===== config.mk =====
export PLATFORM = sky130hd
export DESIGN_NAME = diag_link_connection_sequencer_unit
export DESIGN_NICKNAME = d
export VERILOG_FILES = /design/src/rtl/core/dlcs_pkg.sv /design/src/rtl/core/diag_link_connection_sequencer_unit.sv /design/src/rtl/core/dlcs_csr.sv /design/src/rtl/core/dlcs_core.sv
export SDC_FILE = /design/constraint.sdc
export NUM_CORES = 1
export LEC_CHECK = 0
export ABC_AREA = 1
export BUFFER_PORTS_ARGS = -buffer_cell sky130_fd_sc_hd__clkbuf_2
export CAP_MARGIN = 20
export CORE_ASPECT_RATIO = 1.5
export CORE_MARGIN = 10
export CORE_UTILIZATION = 40
export DETAILED_ROUTE_END_ITERATION = 16
export PLACE_DENSITY = 0.58
export SETUP_SLACK_MARGIN = 0.2
export SYNTH_ARGS = -nofsm -noshare
export SYNTH_HDL_FRONTEND = slang
export SYNTH_SLANG_ARGS = --single-unit

===== constraint.sdc =====
create_clock -name clock -period 4.5 [get_ports clock]
set_input_delay 0.45 -clock clock [delete_from_list [all_inputs] [get_ports clock]]
set_output_delay 0.45 -clock clock [all_outputs]
set_load 0.05 [all_outputs]

===== src/rtl/core/dlcs_pkg.sv =====
// Shared types, codes and defaults for the diagnostic link connection sequencer.
package dlcs_pkg;

   // Field and register widths
   localparam int FUNC_W           = 2;
   localparam int CODE_W           = 8;
   localparam int CFG_W            = 16;
   localparam int LINK_W           = 3;
   localparam int CAUSE_W          = 3;
   localparam int CSR_INDEX_W      = 3;
   localparam int REQ_TDATA_W      = 16;
   localparam int RSP_TDATA_W      = 16;
   localparam int ELAPSED_BITS_DEF = 16;

   // Item kinds
   localparam logic [FUNC_W-1:0] FUNC_TICK     = 2'd0;
   localparam logic [FUNC_W-1:0] FUNC_UP       = 2'd1;
   localparam logic [FUNC_W-1:0] FUNC_ERROR    = 2'd2;
   localparam logic [FUNC_W-1:0] FUNC_RESPONSE = 2'd3;

   // Link state codes as reported
   localparam logic [LINK_W-1:0] LINK_IDLE       = 3'd0;
   localparam logic [LINK_W-1:0] LINK_CONNECTING = 3'd1;
   localparam logic [LINK_W-1:0] LINK_CONNECTED  = 3'd2;
   localparam logic [LINK_W-1:0] LINK_ACTIVE     = 3'd3;
   localparam logic [LINK_W-1:0] LINK_ERROR      = 3'd4;

   // Teardown causes
   localparam logic [CAUSE_W-1:0] CAUSE_NONE    = 3'd0;
   localparam logic [CAUSE_W-1:0] CAUSE_EVENT   = 3'd1;
   localparam logic [CAUSE_W-1:0] CAUSE_CONNECT = 3'd2;
   localparam logic [CAUSE_W-1:0] CAUSE_ROUTING = 3'd3;
   localparam logic [CAUSE_W-1:0] CAUSE_STATE   = 3'd4;

   // Register indexes
   localparam logic [CSR_INDEX_W-1:0] CSR_RECONNECT_INTERVAL = 3'd0;
   localparam logic [CSR_INDEX_W-1:0] CSR_CONNECT_TIMEOUT    = 3'd1;
   localparam logic [CSR_INDEX_W-1:0] CSR_ROUTING_DELAY      = 3'd2;
   localparam logic [CSR_INDEX_W-1:0] CSR_ROUTING_TIMEOUT    = 3'd3;
   localparam logic [CSR_INDEX_W-1:0] CSR_SUCCESS_CODE       = 3'd4;

   // Register reset values
   localparam logic [CFG_W-1:0]  RECONNECT_INTERVAL_RST = 16'd1000;
   localparam logic [CFG_W-1:0]  CONNECT_TIMEOUT_RST    = 16'd5000;
   localparam logic [CFG_W-1:0]  ROUTING_DELAY_RST      = 16'd200;
   localparam logic [CFG_W-1:0]  ROUTING_TIMEOUT_RST    = 16'd2000;
   localparam logic [CODE_W-1:0] SUCCESS_CODE_RST       = 8'd16;

   typedef enum logic [4:0] {
      ST_IDLE       = 5'b00001,
      ST_CONNECTING = 5'b00010,
      ST_CONNECTED  = 5'b00100,
      ST_ACTIVE     = 5'b01000,
      ST_ERROR      = 5'b10000
   } state_type;

   typedef struct packed {
      logic [CFG_W-1:0]  reconnect_interval_ms;
      logic [CFG_W-1:0]  connect_timeout_ms;
      logic [CFG_W-1:0]  routing_delay_ms;
      logic [CFG_W-1:0]  routing_timeout_ms;
      logic [CODE_W-1:0] success_code;
   } cfg_type;

   typedef struct packed {
      logic [FUNC_W-1:0] func;
      logic              open_ok;
      logic              send_ok;
      logic              response_valid;
      logic [CODE_W-1:0] answer_code;
   } item_type;

   typedef struct packed {
      logic [LINK_W-1:0]  link_state;
      logic               start_connect;
      logic               send_routing_request;
      logic               teardown;
      logic [CAUSE_W-1:0] teardown_cause;
   } result_type;

   function automatic logic [LINK_W-1:0] link_code(state_type st);
      logic [LINK_W-1:0] code;
      case (st)
         ST_IDLE:       code = LINK_IDLE;
         ST_CONNECTING: code = LINK_CONNECTING;
         ST_CONNECTED:  code = LINK_CONNECTED;
         ST_ACTIVE:     code = LINK_ACTIVE;
         default:       code = LINK_ERROR;
      endcase
      return code;
   endfunction

endpackage


===== src/rtl/core/diag_link_connection_sequencer_unit.sv =====
// Top level of the diagnostic link connection sequencer: channels, beat registers, checks.
//
// Usage
//   req_ carries one beat per event: a one millisecond tick, a link-up, a link-error
//   or a routing activation response, with the kind in req_tuser. Every request beat
//   gives exactly one response beat on rsp_, carrying the link state after the beat
//   and, for ticks, the connect, routing request and teardown flags with the cause.
//   csr_ writes the five timing and code registers; write them only while no beat
//   is in flight. csr_ready is always high.
// Flow and throughput
//   A request beat lands in the input register and is stepped through the sequencer
//   logic into the result register, shown on rsp_, once that register is free or
//   being emptied. One beat per cycle is sustained while rsp_tready is high, set by
//   the single pass from input register through step logic into the result register.
// Reset
//   Synchronous reset empties both beat registers, puts the link in idle, clears
//   the pending flags and the elapsed counters, and loads the register defaults.
// Stall
//   When rsp_tready is low the result register holds; the input register still
//   takes one more beat, after which req_tready drops until the result is taken.
module diag_link_connection_sequencer_unit #(
   parameter int ELAPSED_BITS = dlcs_pkg::ELAPSED_BITS_DEF
) (
   input  logic                                 clock,
   input  logic                                 reset,
   // request channel
   input  logic                                 req_tvalid,
   output logic                                 req_tready,
   // open_ok[0], send_ok[1], response_valid[2], answer_code[10:3], zero[15:11]
   input  logic [dlcs_pkg::REQ_TDATA_W-1:0]     req_tdata,
   // func[1:0]
   input  logic [dlcs_pkg::FUNC_W-1:0]          req_tuser,
   // response channel
   output logic                                 rsp_tvalid,
   input  logic                                 rsp_tready,
   // link_state[2:0], start_connect[3], send_routing_request[4], teardown[5],
   // teardown_cause[8:6], zero[15:9]
   output logic [dlcs_pkg::RSP_TDATA_W-1:0]     rsp_tdata,
   // configuration write channel
   input  logic                                 csr_valid,
   output logic                                 csr_ready,
   input  logic [dlcs_pkg::CSR_INDEX_W-1:0]     csr_index,
   input  logic [dlcs_pkg::CFG_W-1:0]           csr_wdata
);

   dlcs_pkg::cfg_type    cfg;
   dlcs_pkg::item_type   item_ff;
   dlcs_pkg::result_type step_result;
   dlcs_pkg::result_type result_ff;
   logic                 in_valid_ff;
   logic                 out_valid_ff;
   logic                 advance;
   logic                 req_take;

   // Step the held beat once the result register is free or being emptied
   assign advance    = in_valid_ff && (!out_valid_ff || rsp_tready);
   assign req_tready = !in_valid_ff || advance;
   assign req_take   = req_tvalid && req_tready;
   assign csr_ready  = 1'b1;

   dlcs_csr u_csr (
      .clock    (clock),
      .reset    (reset),
      .wr_en    (csr_valid && csr_ready),
      .wr_index (csr_index),
      .wr_data  (csr_wdata),
      .cfg      (cfg)
   );

   dlcs_core #(
      .ELAPSED_BITS (ELAPSED_BITS)
   ) u_core (
      .clock  (clock),
      .reset  (reset),
      .step   (advance),
      .item   (item_ff),
      .cfg    (cfg),
      .result (step_result)
   );

   // Input beat register
   always_ff @(posedge clock) begin
      if (reset) begin
         in_valid_ff <= 1'b0;
      end else if (req_take) begin
         in_valid_ff <= 1'b1;
      end else if (advance) begin
         in_valid_ff <= 1'b0;
      end
   end

   always_ff @(posedge clock) begin
      if (req_take) begin
         item_ff.func           <= req_tuser;
         item_ff.open_ok        <= req_tdata[0];
         item_ff.send_ok        <= req_tdata[1];
         item_ff.response_valid <= req_tdata[2];
         item_ff.answer_code    <= req_tdata[10:3];
      end
   end

   // Result beat register
   always_ff @(posedge clock) begin
      if (reset) begin
         out_valid_ff <= 1'b0;
      end else if (advance) begin
         out_valid_ff <= 1'b1;
      end else if (rsp_tready) begin
         out_valid_ff <= 1'b0;
      end
   end

   always_ff @(posedge clock) begin
      if (advance) begin
         result_ff <= step_result;
      end
   end

   assign rsp_tvalid = out_valid_ff;
   assign rsp_tdata  = {7'd0, result_ff.teardown_cause, result_ff.teardown,
                        result_ff.send_routing_request, result_ff.start_connect,
                        result_ff.link_state};

   // A stepped beat is always shown on the next cycle
   a_step_shows: assert property (@(posedge clock) disable iff (reset)
      advance |=> rsp_tvalid)
      else $error("stepped beat not presented");

   // Teardown always reports a cause and leaves the link idle
   a_teardown_cause: assert property (@(posedge clock) disable iff (reset)
      (rsp_tvalid && result_ff.teardown) |->
         (result_ff.teardown_cause != dlcs_pkg::CAUSE_NONE &&
          result_ff.link_state == dlcs_pkg::LINK_IDLE))
      else $error("teardown without cause or not idle");

   // A started attempt leaves the link connecting and never coincides with teardown
   a_start_connecting: assert property (@(posedge clock) disable iff (reset)
      (rsp_tvalid && result_ff.start_connect) |->
         (result_ff.link_state == dlcs_pkg::LINK_CONNECTING && !result_ff.teardown))
      else $error("connection start with wrong state");

   // A held beat that cannot advance keeps the request side closed
   a_hold_blocks: assert property (@(posedge clock) disable iff (reset)
      (in_valid_ff && out_valid_ff && !rsp_tready) |-> !req_tready)
      else $error("request taken while input register is blocked");

endmodule


===== src/rtl/core/dlcs_csr.sv =====
// Configuration register file for the link sequencer.
module dlcs_csr (
   input  logic                               clock,
   input  logic                               reset,
   input  logic                               wr_en,
   input  logic [dlcs_pkg::CSR_INDEX_W-1:0]   wr_index,
   input  logic [dlcs_pkg::CFG_W-1:0]         wr_data,
   output dlcs_pkg::cfg_type                  cfg
);

   dlcs_pkg::cfg_type cfg_ff;

   always_ff @(posedge clock) begin
      if (reset) begin
         cfg_ff.reconnect_interval_ms <= dlcs_pkg::RECONNECT_INTERVAL_RST;
         cfg_ff.connect_timeout_ms    <= dlcs_pkg::CONNECT_TIMEOUT_RST;
         cfg_ff.routing_delay_ms      <= dlcs_pkg::ROUTING_DELAY_RST;
         cfg_ff.routing_timeout_ms    <= dlcs_pkg::ROUTING_TIMEOUT_RST;
         cfg_ff.success_code          <= dlcs_pkg::SUCCESS_CODE_RST;
      end else if (wr_en) begin
         case (wr_index)
            dlcs_pkg::CSR_RECONNECT_INTERVAL: cfg_ff.reconnect_interval_ms <= wr_data;
            dlcs_pkg::CSR_CONNECT_TIMEOUT:    cfg_ff.connect_timeout_ms    <= wr_data;
            dlcs_pkg::CSR_ROUTING_DELAY:      cfg_ff.routing_delay_ms      <= wr_data;
            dlcs_pkg::CSR_ROUTING_TIMEOUT:    cfg_ff.routing_timeout_ms    <= wr_data;
            dlcs_pkg::CSR_SUCCESS_CODE:
               cfg_ff.success_code <= wr_data[dlcs_pkg::CODE_W-1:0];
            default: ; // drop writes beyond the register list
         endcase
      end
   end

   assign cfg = cfg_ff;

endmodule


===== src/rtl/core/dlcs_core.sv =====
// Link state, pending flags, elapsed counters and the per-beat step logic.
module dlcs_core #(
   parameter int ELAPSED_BITS = dlcs_pkg::ELAPSED_BITS_DEF
) (
   input  logic                   clock,
   input  logic                   reset,
   input  logic                   step,
   input  dlcs_pkg::item_type     item,
   input  dlcs_pkg::cfg_type      cfg,
   output dlcs_pkg::result_type   result
);

   localparam int CMP_W = (ELAPSED_BITS > dlcs_pkg::CFG_W) ? ELAPSED_BITS : dlcs_pkg::CFG_W;

   typedef logic [ELAPSED_BITS-1:0] elapsed_type;

   dlcs_pkg::state_type state_ff, state_in;
   logic                up_ff, up_in;
   logic                err_ff, err_in;
   logic                rq_ff, rq_in;
   elapsed_type         since_reconnect_ff, since_reconnect_in;
   elapsed_type         since_connect_ff, since_connect_in;
   elapsed_type         since_up_ff, since_up_in;
   elapsed_type         since_request_ff, since_request_in;

   logic                       started, sent, torn;
   logic [dlcs_pkg::CAUSE_W-1:0] cause;

   function automatic elapsed_type sat_inc(elapsed_type v);
      return (v == '1) ? v : v + elapsed_type'(1);
   endfunction

   function automatic logic reached(elapsed_type cnt, logic [dlcs_pkg::CFG_W-1:0] limit);
      return CMP_W'(cnt) >= CMP_W'(limit);
   endfunction

   always_comb begin
      state_in           = state_ff;
      up_in              = up_ff;
      err_in             = err_ff;
      rq_in              = rq_ff;
      since_reconnect_in = since_reconnect_ff;
      since_connect_in   = since_connect_ff;
      since_up_in        = since_up_ff;
      since_request_in   = since_request_ff;
      started            = 1'b0;
      sent               = 1'b0;
      torn               = 1'b0;
      cause              = dlcs_pkg::CAUSE_NONE;

      case (item.func)
         dlcs_pkg::FUNC_UP:    up_in  = 1'b1;
         dlcs_pkg::FUNC_ERROR: err_in = 1'b1;
         dlcs_pkg::FUNC_RESPONSE: begin
            if (item.response_valid && (state_ff == dlcs_pkg::ST_CONNECTING ||
                                        state_ff == dlcs_pkg::ST_CONNECTED ||
                                        state_ff == dlcs_pkg::ST_ACTIVE)) begin
               if (item.answer_code == cfg.success_code) state_in = dlcs_pkg::ST_ACTIVE;
               else err_in = 1'b1;
            end
         end
         dlcs_pkg::FUNC_TICK: begin
            since_reconnect_in = sat_inc(since_reconnect_ff);
            since_connect_in   = sat_inc(since_connect_ff);
            since_up_in        = sat_inc(since_up_ff);
            since_request_in   = sat_inc(since_request_ff);

            if (up_ff) begin
               up_in       = 1'b0;
               state_in    = dlcs_pkg::ST_CONNECTED;
               since_up_in = '0;
               rq_in       = 1'b1;
            end

            if (err_ff) begin
               torn  = 1'b1;
               cause = dlcs_pkg::CAUSE_EVENT;
            end else begin
               case (state_in)
                  dlcs_pkg::ST_IDLE: begin
                     if (reached(since_reconnect_in, cfg.reconnect_interval_ms)) begin
                        if (item.open_ok) begin
                           state_in         = dlcs_pkg::ST_CONNECTING;
                           since_connect_in = '0;
                           up_in            = 1'b0;
                           err_in           = 1'b0;
                           started          = 1'b1;
                        end else begin
                           state_in = dlcs_pkg::ST_ERROR;
                        end
                        since_reconnect_in = '0;
                     end
                  end
                  dlcs_pkg::ST_CONNECTING: begin
                     if (reached(since_connect_in, cfg.connect_timeout_ms)) begin
                        torn  = 1'b1;
                        cause = dlcs_pkg::CAUSE_CONNECT;
                     end
                  end
                  dlcs_pkg::ST_CONNECTED: begin
                     if (rq_in && reached(since_up_in, cfg.routing_delay_ms)) begin
                        rq_in = 1'b0;
                        if (item.send_ok) begin
                           since_request_in = '0;
                           sent             = 1'b1;
                        end else begin
                           err_in = 1'b1;
                        end
                     end
                     if (!rq_in && reached(since_request_in, cfg.routing_timeout_ms)) begin
                        torn  = 1'b1;
                        cause = dlcs_pkg::CAUSE_ROUTING;
                     end
                  end
                  dlcs_pkg::ST_ACTIVE: ;
                  dlcs_pkg::ST_ERROR: begin
                     torn  = 1'b1;
                     cause = dlcs_pkg::CAUSE_STATE;
                  end
                  default: begin
                     torn  = 1'b1;
                     cause = dlcs_pkg::CAUSE_STATE;
                  end
               endcase
            end

            // drop the link back to idle
            if (torn) begin
               up_in              = 1'b0;
               err_in             = 1'b0;
               rq_in              = 1'b0;
               state_in           = dlcs_pkg::ST_IDLE;
               since_reconnect_in = '0;
            end
         end
         default: ;
      endcase
   end

   always_ff @(posedge clock) begin
      if (reset) begin
         state_ff           <= dlcs_pkg::ST_IDLE;
         up_ff              <= 1'b0;
         err_ff             <= 1'b0;
         rq_ff              <= 1'b0;
         since_reconnect_ff <= '0;
         since_connect_ff   <= '0;
         since_up_ff        <= '0;
         since_request_ff   <= '0;
      end else if (step) begin
         state_ff           <= state_in;
         up_ff              <= up_in;
         err_ff             <= err_in;
         rq_ff              <= rq_in;
         since_reconnect_ff <= since_reconnect_in;
         since_connect_ff   <= since_connect_in;
         since_up_ff        <= since_up_in;
         since_request_ff   <= since_request_in;
      end
   end

   assign result.link_state           = dlcs_pkg::link_code(state_in);
   assign result.start_connect        = started;
   assign result.send_routing_request = sent;
   assign result.teardown             = torn;
   assign result.teardown_cause       = cause;

endmodule

==> results.sh, run 1 <==
export IMPL_cts_buffers=17
export IMPL_period_minus_slack_ns=4.765
export IMPL_root_buffer="clkbuf_16"
export IMPL_cpMostUsedCell="nand2_1"
export IMPL_hold_path_class="in2reg"
export IMPL_synth_seq_cells=168
export IMPL_setup_ws_ns=-0.2646
export IMPL_syn_area_sq_mm=0.009654
export IMPL_critPathSlowestCell="dfxtp_1"
export IMPL_slew_viol_final=0
export IMPL_syn2layout_area_growth_pct=25.00
export IMPL_holdPathStages=1
export IMPL_io_pin_count=61
export IMPL_dieWidth_um=146.9
export IMPL_synthFlopType="dfxtp_1"
export IMPL_cts_tree="done"
export IMPL_overflow=0
export IMPL_yosys_warnings=0
export IMPL_viasPerCell=5.118
export IMPL_crit_arrival_ns=4.97
export IMPL_yosys_area_top_type="dfxtp_1"
export IMPL_rr_endpoint="rsp_tdata[2]"
export IMPL_grt_usage=0.1795
export IMPL_die_h_um=210.3
export IMPL_critical_path_max_fanout=5
export IMPL_finalHoldViolCount=0
export IMPL_yosysSeqAreaShare=0.3712
export IMPL_die_area_sq_mm=0.03088
export IMPL_drc=0
export IMPL_min_to="item_ff[9]"
export IMPL_crit_type="reg2reg"
export IMPL_clk_latency_ns=0.44
export IMPL_totalWireLength_mm=28.00
export IMPL_post_dp_hpwl_mm=19.72
export IMPL_cts_sinks=168
export IMPL_synth_compound_area_frac=0.1737
export IMPL_fmax_ghz=0.2099
export IMPL_critPathRequiredTime_ns=4.71
export IMPL_hold_buffers=0
export IMPL_p_per_area_mw_per_mm2=292.0
export IMPL_num_vias=9166
export IMPL_place_congestion=0.8573
export IMPL_placed_area_sq_mm=0.01057
export IMPL_dr_pass1_iters=5
export IMPL_status="finished, violations left"
export IMPL_synth_top_family_by_area="simple AND/OR/NAND/NOR gates"
export IMPL_portBuffers=47
export IMPL_period_share=1.059
export IMPL_setup_worst_path_end_class="flip-flop"
export IMPL_wl_per_cell_um=15.63
export IMPL_cts_max_level=4
export IMPL_muxShareOfSynthArea=0
export IMPL_start_util=0.4066
export IMPL_synth_top_area_share=0.3027
export IMPL_rsz0062_at_grt="true"
export IMPL_setup_viol=23
export IMPL_min_from="req_tdata[1]"
export IMPL_rrSetupSlack_ns=-0.26
export IMPL_fin_worst_skew_ns=0.01060
export IMPL_synth_cell_types=50
export IMPL_drt_iter0_markers=540
export IMPL_cp_slowest_stage_delay_ns=0.38
export IMPL_synthAdderAreaFrac=0.09202
export IMPL_antennaDiodeCount=0
export IMPL_finish_instance_area_sq_mm=0.01207
export IMPL_netlist_instances=1321
export IMPL_max_slew_worst_pin_slew_ns=0.9541
export IMPL_failed_checks="setup timing"
export IMPL_final_common_cell="inv_1"
export IMPL_reg2reg_from="u_core.since_up_ff[8]"
export IMPL_synthArstFlopShare=0
export IMPL_final_antenna_net_count=0
export IMPL_grt_pass1_vias=8827
export IMPL_critPathLaunchType="flip-flop"
export IMPL_synth_area_leaders="dfxtp_1 30%, ha_1 9.2%, inv_1 8.3%"
export IMPL_clock_path_buffers=2
export IMPL_tns_ns=-4.258
export IMPL_rows=69
export IMPL_reg2regPathDepth=35
export IMPL_core_area_sq_mm=0.02374
export IMPL_final_cell_mix="201 x inv_1, 188 x nand2_1, 142 x dfxtp_1"
export IMPL_drive_gt1_frac=0.2086
export IMPL_yosys_area_share_simple=0.2225
export IMPL_p_leak_nw=5.324
export IMPL_synth_edf_count=22
export IMPL_nNetsFinal=1572
export IMPL_grt_antenna_before_repair=0
export IMPL_grt_max_degree=79
export IMPL_synth_xor_area_frac=0.03084
export IMPL_grt_first_pass_wirelength_mm=44.73
export IMPL_maxCapViolCount=0
export IMPL_vdd_ir_drop_max_mv=0.2601
export IMPL_avgSynthCellArea_sq_um=7.308
export IMPL_clk_pin_slew_ns=0.07
export IMPL_slew_headroom=0.3624
-- synth_stat cells, drive strengths merged, types with 5 or more instances --
master / n
inv: 222
nand2: 208
dfxtp: 146
o21ai: 130
a21oi: 114
nor2: 105
nand3: 75
ha: 71
clkbuf: 35
nand4: 28
nor3: 27
xor2: 25
o22ai: 24
edfxtp: 22
o211ai: 20
or2: 13
buf: 10
xnor2: 9
nor4: 8
a31oi: 7
o21a: 5
-- power breakdown --
part	leakage [nW]	switching [mW]	internal, mW
Combinational	3.62	0.255	0.137
Sequential	1.40	0.0217	1.56
Clock	0.306	0.619	0.931
Total	5.32	0.895	2.63
-- worst max-delay path by stage --
stage | start | end
after detailed placement | u_core.since_up_ff[0] | rsp_tdata[2]
after global routing | u_core.since_up_ff[8] | rsp_tdata[2]
after global placement | u_core.since_up_ff[0] | rsp_tdata[2]
after floorplan | u_core.since_up_ff[0] | rsp_tdata[2]
final | u_core.since_up_ff[8] | rsp_tdata[2]
after CTS | u_core.since_up_ff[0] | rsp_tdata[2]
-- flip-flops by register name, summed over array words and instances (netlist names) --
register / flops
u_core.up_ff: 1
u_core.err_ff: 1
u_core.since_request_ff: 16
u_core.since_reconnect_ff: 16
in_valid_ff: 1
item_ff: 13
u_core.since_up_ff: 16
u_core.rq_ff: 1
rsp_tvalid: 1
u_core.state_ff: 5
rsp_tdata: 9
u_csr.cfg: 72
u_core.since_connect_ff: 16
-- stage by stage --
stage / utilization / instances / power [mW] / setup slack [ns] / hold slack, ns
after global placement: 0.4453 / 1707 / 1.949 / -0.2773 / 0.4496
after detailed placement: 0.4453 / 1707 / 1.953 / -0.3648 / 0.4551
after CTS: 0.4976 / 1787 / 3.523 / -0.08815 / 0.1711
after floorplan: - / 1327 / 1.846 / 0.1304 / 0.4353
after global routing: 0.5083 / 1791 / 3.646 / -0.6888 / 0.1732
final: 0.5083 / 1791 / 3.524 / -0.2646 / 0.1855
-- cell type report --
| cell class | instances | area [sq um] |
|---|---|---|
| clock buffer | 23 | 489.2 |
| clock inverter | 9 | 120.1 |
| fill | 2277 | 11670 |
| inverter | 224 | 854.6 |
| multi-input combinational | 890 | 5418 |
| sequential | 168 | 3591 |
| tap | 319 | 399.1 |
| timing repair buffer | 158 | 1196 |
-- critical path: cells and delay by family, from the launching register on --
kind | cells | cell delay, ns
buf+inv | 6 | 0.46
fa+ha+maj | 2 | 0.54
compound gates | 2 | 0.19
flops | 1 | 0.38
simple gates | 25 | 2.98
-- metal layers --
layer / GRT usage / routed length (um) / vias up
li1: - / - / 4649
met2: 0.3279 / 14680 / 149
met1: 0.1982 / 11670 / 4311
met5: 0 / 0 / -
met3: 0.02744 / 646 / 57
met4: 0.08550 / 1001 / 0
-- cell families (layout without fill, tap and decap cells) --
kind of cell | Yosys count | count (layout)
and+or+nand+nor | 468 | 468
AOI/OAI and AO/OA | 309 | 309
buffers and inverters | 269 | 414
DFF | 168 | 168
adders and majority gates | 71 | 71
xor gates and xnor gates | 34 | 34
other | 2 | 8
-- repair_timing --
action                     in CTS  in global routing
gates cloned                    1                  0
resized for setup              73                 65
setup endpoints to repair      29                 42
pin swaps                      24                 37
buffers inserted               47                  4
No activity file was read; power rests on OpenSTA's default activity.
==> run 2, diff against run 1 <==
--- a/config.mk
+++ b/config.mk
@@ -10,9 +10,9 @@
 export CAP_MARGIN = 20
 export CORE_ASPECT_RATIO = 1.5
 export CORE_MARGIN = 10
-export CORE_UTILIZATION = 40
+export CORE_UTILIZATION = 56
 export DETAILED_ROUTE_END_ITERATION = 16
-export PLACE_DENSITY = 0.58
+export PLACE_DENSITY = 0.77
 export SETUP_SLACK_MARGIN = 0.2
 export SYNTH_ARGS = -nofsm -noshare
 export SYNTH_HDL_FRONTEND = slang
==> results.sh, run 2 (synthesis results as in run 1) <==
export IMPL_cpMostUsedCell="nand2_1"
export IMPL_wl_per_cell_um=16.07
export IMPL_finalHoldViolCount=0
export IMPL_fmax_ghz=0.2043
export IMPL_dieWidth_um=127.2
export IMPL_seqCellArea_sq_mm=0.003591
export IMPL_totalWireLength_mm=26.48
export IMPL_maxCapViolCount=0
export IMPL_p_per_area_mw_per_mm2=298.3
export IMPL_fin_worst_skew_ns=0.009997
export IMPL_post_route_util=0.6906
export IMPL_setup_ws_ns=-0.3941
export IMPL_clock_path_buffers=2
export IMPL_max_slew_worst_pin_slew_ns=0.9271
export IMPL_final_common_cell="inv_1"
export IMPL_critPathLaunchType="flip-flop"
export IMPL_start_util=0.5734
export IMPL_critPathSlowestCell="dfxtp_4"
export IMPL_root_buffer="clkbuf_16"
export IMPL_slew_viol_final=0
export IMPL_num_fill_cells=1331
export IMPL_reg2regPathDepth=35
export IMPL_multi_input_area_sq_mm=0.005458
export IMPL_place_worst_setup_slack_ns=-0.4492
export IMPL_cts_sinks=168
export IMPL_crit_type="reg2reg"
export IMPL_final_antenna_net_count=0
export IMPL_largest_reg_flops=72
export IMPL_setup_worst_path_end_class="flip-flop"
export IMPL_syn2layout_area_growth_pct=20.44
export IMPL_cp_slowest_stage_delay_ns=0.37
export IMPL_clk_latency_ns=0.43
export IMPL_hold_path_class="in2reg"
export IMPL_setup_viol=25
export IMPL_place_congestion=0.9134
export IMPL_critPathRequiredTime_ns=4.70
export IMPL_hold_buffers=0
export IMPL_grt_antenna_before_repair=0
export IMPL_core_area_sq_mm=0.01684
export IMPL_crit_arrival_ns=5.09
export IMPL_overflow=0
export IMPL_grt_first_pass_wirelength_mm=41.97
export IMPL_drc=0
export IMPL_drive_gt1_frac=0.1955
export IMPL_num_vias=9386
export IMPL_drt_iter0_markers=702
export IMPL_rsz0062_at_grt="true"
export IMPL_nNetsFinal=1537
export IMPL_period_minus_slack_ns=4.894
export IMPL_cts_max_level=4
export IMPL_viasPerCell=5.699
export IMPL_dr_pass1_iters=5
export IMPL_holdPathStages=1
export IMPL_final_cell_mix="201 x inv_1, 183 x nand2_1, 142 x dfxtp_1"
export IMPL_vdd_ir_drop_max_mv=0.1869
export IMPL_portBuffers=47
export IMPL_slew_headroom=0.3797
export IMPL_grt_usage=0.2174
export IMPL_cts_buffers=17
export IMPL_failed_checks="setup timing"
export IMPL_die_area_sq_mm=0.02300
export IMPL_cp_num_cells=35
export IMPL_antennaDiodeCount=0
export IMPL_die_h_um=180.8
export IMPL_io_pin_count=61
export IMPL_cts_tree="done"
export IMPL_grt_max_degree=79
export IMPL_status="finished, violations left"
export IMPL_clk_pin_slew_ns=0.08
export IMPL_critical_path_top_delay_family="simple AND/OR/NAND/NOR gates"
export IMPL_p_leak_nw=5.131
export IMPL_critical_path_max_fanout=5
export IMPL_post_dp_hpwl_mm=18.30
export IMPL_grt_pass1_vias=9134
export IMPL_rows=58
export IMPL_crit_buf_inv=8
export IMPL_period_share=1.088
[run 2: worst paths after layout]
| check | start | to | slack, ns |
|---|---|---|---|
| hold / removal | req_tdata[3] | item_ff[0] | 0.19 |
| setup / recovery | u_core.since_up_ff[1] | rsp_tdata[2] | -0.39 |
| setup reg to reg | u_core.since_up_ff[1] | rsp_tdata[2] | -0.39 |
| hold reg to reg | u_csr.cfg[46] | u_csr.cfg[46] | 0.46 |
[run 2: per-layer routing]
layer	GRT usage	vias to the layer above	part of all wire
met1	0.2334	4418	0.39
met4	0.1142	0	0.047
met2	0.3975	290	0.52
met5	0	-	0
met3	0.03076	89	0.042
li1	-	4589	-
[run 2: cell type report]
class,count,area share
Clock inverter,15,0.01474
Sequential cell,168,0.3088
Clock buffer,17,0.03659
Multi-Input combinational cell,890,0.4694
Timing Repair Buffer,123,0.07403
Inverter,224,0.07382
Tap cell,210,0.02260
[run 2: report_power, final]
part | leakage [nW] | internal [mW] | total [mW] | switching (mW)
logic | 3.44 | 0.130 | 0.387 | 0.257
clock network | 0.293 | 0.799 | 1.50 | 0.700
registers | 1.40 | 1.56 | 1.58 | 0.0227
total | 5.13 | 2.49 | 3.47 | 0.980
[run 2: worst register-to-register path, delay by kind of cell, from the launching register on]
family / cells / cell delay, ns
DFF: 1 / 0.37
adders and majority gates: 2 / 0.52
AOI/OAI and AO/OA: 1 / 0.12
buffers and inverters: 8 / 0.70
and+or+nand+nor: 24 / 2.96
[run 2: repair_timing]
item / 4_1_cts / 5_1_grt
gates cloned: 1 / 0
setup endpoints to repair: 29 / 39
resized for setup: 61 / 59
pin swaps: 45 / 34
setup buffers: 13 / 12
[run 2: per-stage QoR]
| step | power (mW) | hold WS, ns | setup TNS [ns] | cell area (sq um) | cells |
|---|---|---|---|---|---|
| finish | 3.468 | 0.1850 | -3.301 | 11630 | 1647 |
| global route | 3.581 | 0.1772 | -10.92 | 11630 | 1647 |
| CTS | 3.436 | 0.1810 | -0.5089 | 11300 | 1635 |
| detailed placement | 1.943 | 0.4544 | -4.639 | 10360 | 1589 |
| global placement | 1.933 | 0.4485 | -0.9700 | 10360 | 1589 |
| floorplan | 1.846 | 0.4353 | 0 | 9693 | 1327 |
